--- src/rtl/spq_pkg.sv ---
`timescale 1ns / 1ps

package spq_pkg;

  // Action codes of an input transaction
  localparam logic [1:0] ACT_ENQ   = 2'd0;
  localparam logic [1:0] ACT_DEQ   = 2'd1;
  localparam logic [1:0] ACT_PEEK  = 2'd2;
  localparam logic [1:0] ACT_CLEAR = 2'd3;

  // Status codes of a result transaction
  localparam logic [1:0] ST_OK    = 2'd0;
  localparam logic [1:0] ST_EMPTY = 2'd1;
  localparam logic [1:0] ST_FULL  = 2'd2;

  localparam int OCC_W = 7;

  // One stored queue entry
  typedef struct packed {
    logic signed [31:0] prio;
    logic [15:0]        tag;
  } entry_t;

  // Input transaction payload
  typedef struct packed {
    logic [1:0]         action;
    logic signed [31:0] prio_in;
    logic [15:0]        tag_in;
  } in_t;

  // Result transaction payload
  typedef struct packed {
    logic signed [31:0] prio_out;
    logic [15:0]        tag_out;
    logic [1:0]         status;
    logic [OCC_W-1:0]   occupancy;
  } out_t;

  // Per-cycle operation broadcast to every cell
  typedef enum logic [1:0] {
    CELL_HOLD   = 2'd0,
    CELL_INSERT = 2'd1,
    CELL_SHIFT  = 2'd2
  } cell_op_t;

  typedef struct packed {
    cell_op_t op;
    entry_t   ins;
  } cell_ctl_t;

endpackage

--- src/rtl/spq_cell.sv ---
`timescale 1ns / 1ps

// One slot of the sorted chain. Cell 0 holds the lowest priority; priorities
// do not decrease toward higher cells, and among equals the older entry sits
// lower.
module spq_cell (
  input  logic               clk,
  input  spq_pkg::cell_ctl_t ctl,
  input  logic               occupied,
  input  logic               keep_below,
  input  spq_pkg::entry_t    entry_below,
  input  spq_pkg::entry_t    entry_above,
  output spq_pkg::entry_t    entry_q,
  output logic               keep
);

  spq_pkg::entry_t entry_r;
  spq_pkg::entry_t entry_nxt;

  // Stay put when the stored entry is not above the new one
  assign keep = occupied && !(ctl.ins.prio < entry_r.prio);

  always_comb begin
    entry_nxt = entry_r;
    unique case (ctl.op)
      spq_pkg::CELL_INSERT: begin
        if (keep) begin
          entry_nxt = entry_r;
        end else if (keep_below) begin
          entry_nxt = ctl.ins;
        end else begin
          entry_nxt = entry_below;
        end
      end
      spq_pkg::CELL_SHIFT: entry_nxt = entry_above;
      default:             entry_nxt = entry_r;
    endcase
  end

  always_ff @(posedge clk) begin
    entry_r <= entry_nxt;
  end

  assign entry_q = entry_r;

endmodule

--- config.mk ---
export PLATFORM = sky130hd
export DESIGN_NAME = spq_cell
export DESIGN_NICKNAME = d
export VERILOG_FILES = /design/src/rtl/spq_pkg.sv /design/src/rtl/spq_cell.sv
export SDC_FILE = /design/constraint.sdc
export NUM_CORES = 1
export LEC_CHECK = 0
export BUFFER_PORTS_ARGS = -buffer_cell sky130_fd_sc_hd__buf_2
export CAP_MARGIN = 20
export CORE_MARGIN = 8
export CORE_UTILIZATION = 40
export DETAILED_ROUTE_END_ITERATION = 6
export GPL_TIMING_DRIVEN = 0
export PLACE_DENSITY = 0.73
export SLEW_MARGIN = 40
export SYNTH_ARGS = -nofsm -noshare
export SYNTH_HDL_FRONTEND = slang
export SYNTH_SLANG_ARGS = --single-unit
--- constraint.sdc ---
create_clock -name clk -period 10.5 [get_ports clk]
set_input_delay 2.1 -clock clk [delete_from_list [all_inputs] [get_ports clk]]
set_output_delay 2.1 -clock clk [all_outputs]
set_load 0.03 [all_outputs]
==> results.sh <==
export IMPL_cts_tree="built"
export IMPL_synth_commonest_cells="59 x nand2_1, 50 x o21ai_1, 49 x mux2i_1"
export IMPL_clock_latency_ns=0.30
export IMPL_initial_core_util=0.406
export IMPL_grt_start_max_net_pins=34
export IMPL_maxSlewHeadroom=0.515
export IMPL_ant_nets=0
export IMPL_routed_via_density=4.91
export IMPL_cts_clk_slew_worst_paths_ns=0.09
export IMPL_worstPathCellList="buf_2, ha_1, nand4_1, o311a_1, o41ai_2, a31oi_1, mux2i_1, buf_2"
export IMPL_p_leak_nw=2.28
export IMPL_synth_top_area_share=0.439
export IMPL_drive_gt1_frac=0.405
export IMPL_crit_buf_inv=2
export IMPL_crit_top_cell="buf_2"
export IMPL_clock_fmax_ghz=0.165
export IMPL_ios=198
export IMPL_crit_type="in2out"
export IMPL_required_ns=8.40
export IMPL_core_um2=8090
export IMPL_ir_drop_uv=57.7
export IMPL_post_synth_top_count_cell="nand2_1"
export IMPL_ctsResizeCount=0
export IMPL_report_final_hold_viol_count=0
export IMPL_path_max_fanout=3
export IMPL_postSynthCellCount=328
export IMPL_drtIter0Drc=60
export IMPL_slew_viol_final=0
export IMPL_grt_setup_unrepaired="false"
export IMPL_grt_antenna_before_repair=0
export IMPL_hpwl_mm=8.52
export IMPL_synthArstFlopShare=0
export IMPL_hold_path_class="reg2reg"
export IMPL_io_buffers=196
export IMPL_htreeDepth=2
export IMPL_wirelength_mm=10.0
export IMPL_die_area_um2=11400
export IMPL_avgRoutedWirePerCell_um=15.7
export IMPL_fin_crit_ns=6.05
export IMPL_clk_path_buf_depth=2
export IMPL_cts_sinks=48
export IMPL_synth_edff_count=48
export IMPL_holdWs_ns=1.24
export IMPL_rows=33
export IMPL_root_buffer="clkbuf_8"
export IMPL_via_count=3131
export IMPL_synthFlopType="edfxtp_1"
export IMPL_cts_made_buffers=5
export IMPL_synth_largest_area_cell="edfxtp_1"
export IMPL_max_stage_delay_ns=0.39
export IMPL_cp_top_family="compound AO/OA/AOI/OAI gates"
export IMPL_status="complete, no violations"
export IMPL_syn2layout_area_growth_pct=37.4
export IMPL_largest_register_ff_count=48
export IMPL_tns_ns=0
export IMPL_die_w_um=107
export IMPL_clock_skew_ns=0.00624
export IMPL_synth_nets=508
export IMPL_yosysWarnings=0
export IMPL_critPathArrivalTime_ns=3.95
export IMPL_n_antenna_cell=0
export IMPL_gp_congestion=0.764
export IMPL_track_usage=0.172
export IMPL_fp_dieH_um=107
export IMPL_grt_pass1_vias=3465
export IMPL_synthDistinctLibCells=29
export IMPL_startpoint_type="primary input"
export IMPL_yosys_top_cells_area="edfxtp_1 44%, mux2i_1 15%, ha_1 12%, o21ai_1 7.6%, nand2_1 6.7%"
export IMPL_cap_violations=0
export IMPL_endpoint_kind="primary output"
export IMPL_grt_pass1_wl_mm=16.1
export IMPL_powerDensity_nw_per_um2=129
export IMPL_min_period_over_period=0.576
export IMPL_setup_viol=0
export IMPL_ys_seq_area_frac=0.439
export IMPL_crit_slowest_cell="o41ai_2"
export IMPL_syn_cell_area_um2=3290
export IMPL_cts_hold_repair_buffers=0
export IMPL_dr_pass1_iters=4
export IMPL_drc=0
export IMPL_final_nets=712
export IMPL_ys_seq_elements=48
export IMPL_syn_area_per_cell_um2=10.0
export IMPL_worst_pin_slew_ns=0.727
export IMPL_cts_setup_buffers=0
export IMPL_grt_overflow=0
## where the power goes
group          internal [mW]  switching [mW]
clock                 0.0463          0.0613
combinational         0.0801           0.139
sequential             0.245         0.00937
## final timing paths
kind          startpoint     endpoint  slack (ns)  cells past startpoint
min          entry_q[47]  entry_q[12]        1.24                      6
max              ctl[23]         keep        4.45                      8
min reg2reg  entry_q[47]  entry_q[12]        1.24                      6
max reg2reg  entry_q[39]  entry_q[19]        7.93                      9
## cell usage in the layout, fill, tap and decap left out, types with 2 or more instances in the layout
master    count
buf_2       201
nand3_1       2
edfxtp_1     48
a21oi_1      12
inv_1        32
a31oi_1       2
nand2_1      59
mux2i_1      49
o21ai_0       2
clkbuf_8      5
ha_1         31
o21ai_1      50
clkbuf_1     12
nor2_1        5
nand4_1       4
## kinds of logic after synthesis
group           count (synthesis)  share of synthesized area
buf+inv                        49                     0.0579
xor+xnor                        1                    0.00267
simple gates                   75                      0.100
mux                            49                      0.149
flops                          48                      0.439
fa+ha+maj                      31                      0.118
compound gates                 75                      0.133
## metal layers
| layer | track usage | vias up | part of all wire |
|---|---|---|---|
| met3 | 0.0540 | 9 | 0.074 |
| met1 | 0.202 | 1424 | 0.42 |
| met5 | 0 | - | 0 |
| met4 | 0.0362 | 0 | 0.0074 |
| met2 | 0.301 | 124 | 0.50 |
| li1 | - | 1574 | - |
## per-stage QoR
step	utilization	power, mW	worst slack (ns)	instances	instance area [um^2]
after floorplan	-	0.398	4.57	328	3290
after global placement	0.543	0.472	4.46	629	4400
after detailed placement	0.547	0.481	4.42	630	4430
after CTS	0.558	0.590	4.41	638	4510
after global routing	0.558	0.618	4.33	638	4510
final	0.558	0.581	4.45	638	4510
## worst reg2reg max path, stage by stage, from the launching register on
cell      delay [ns]
edfxtp_1        0.39
inv_1           0.08
ha_1            0.24
a21oi_1         0.16
o21ai_0         0.14
a221oi_2        0.27
o211ai_2        0.16
a21oi_1         0.19
o311a_4         0.38
buf_12          0.26
## layout make-up
type,instances,area (um^2)
fillers,756,3580
flip-flops and latches,48,1440
multi-input cells,231,1670
plain buffers,17,70.1
clock inverters,2,11.3
clock buffers,6,72.6
repair buffers,197,1000
well taps,105,131
inverters,32,120
Power figures use the tool's default switching activity.
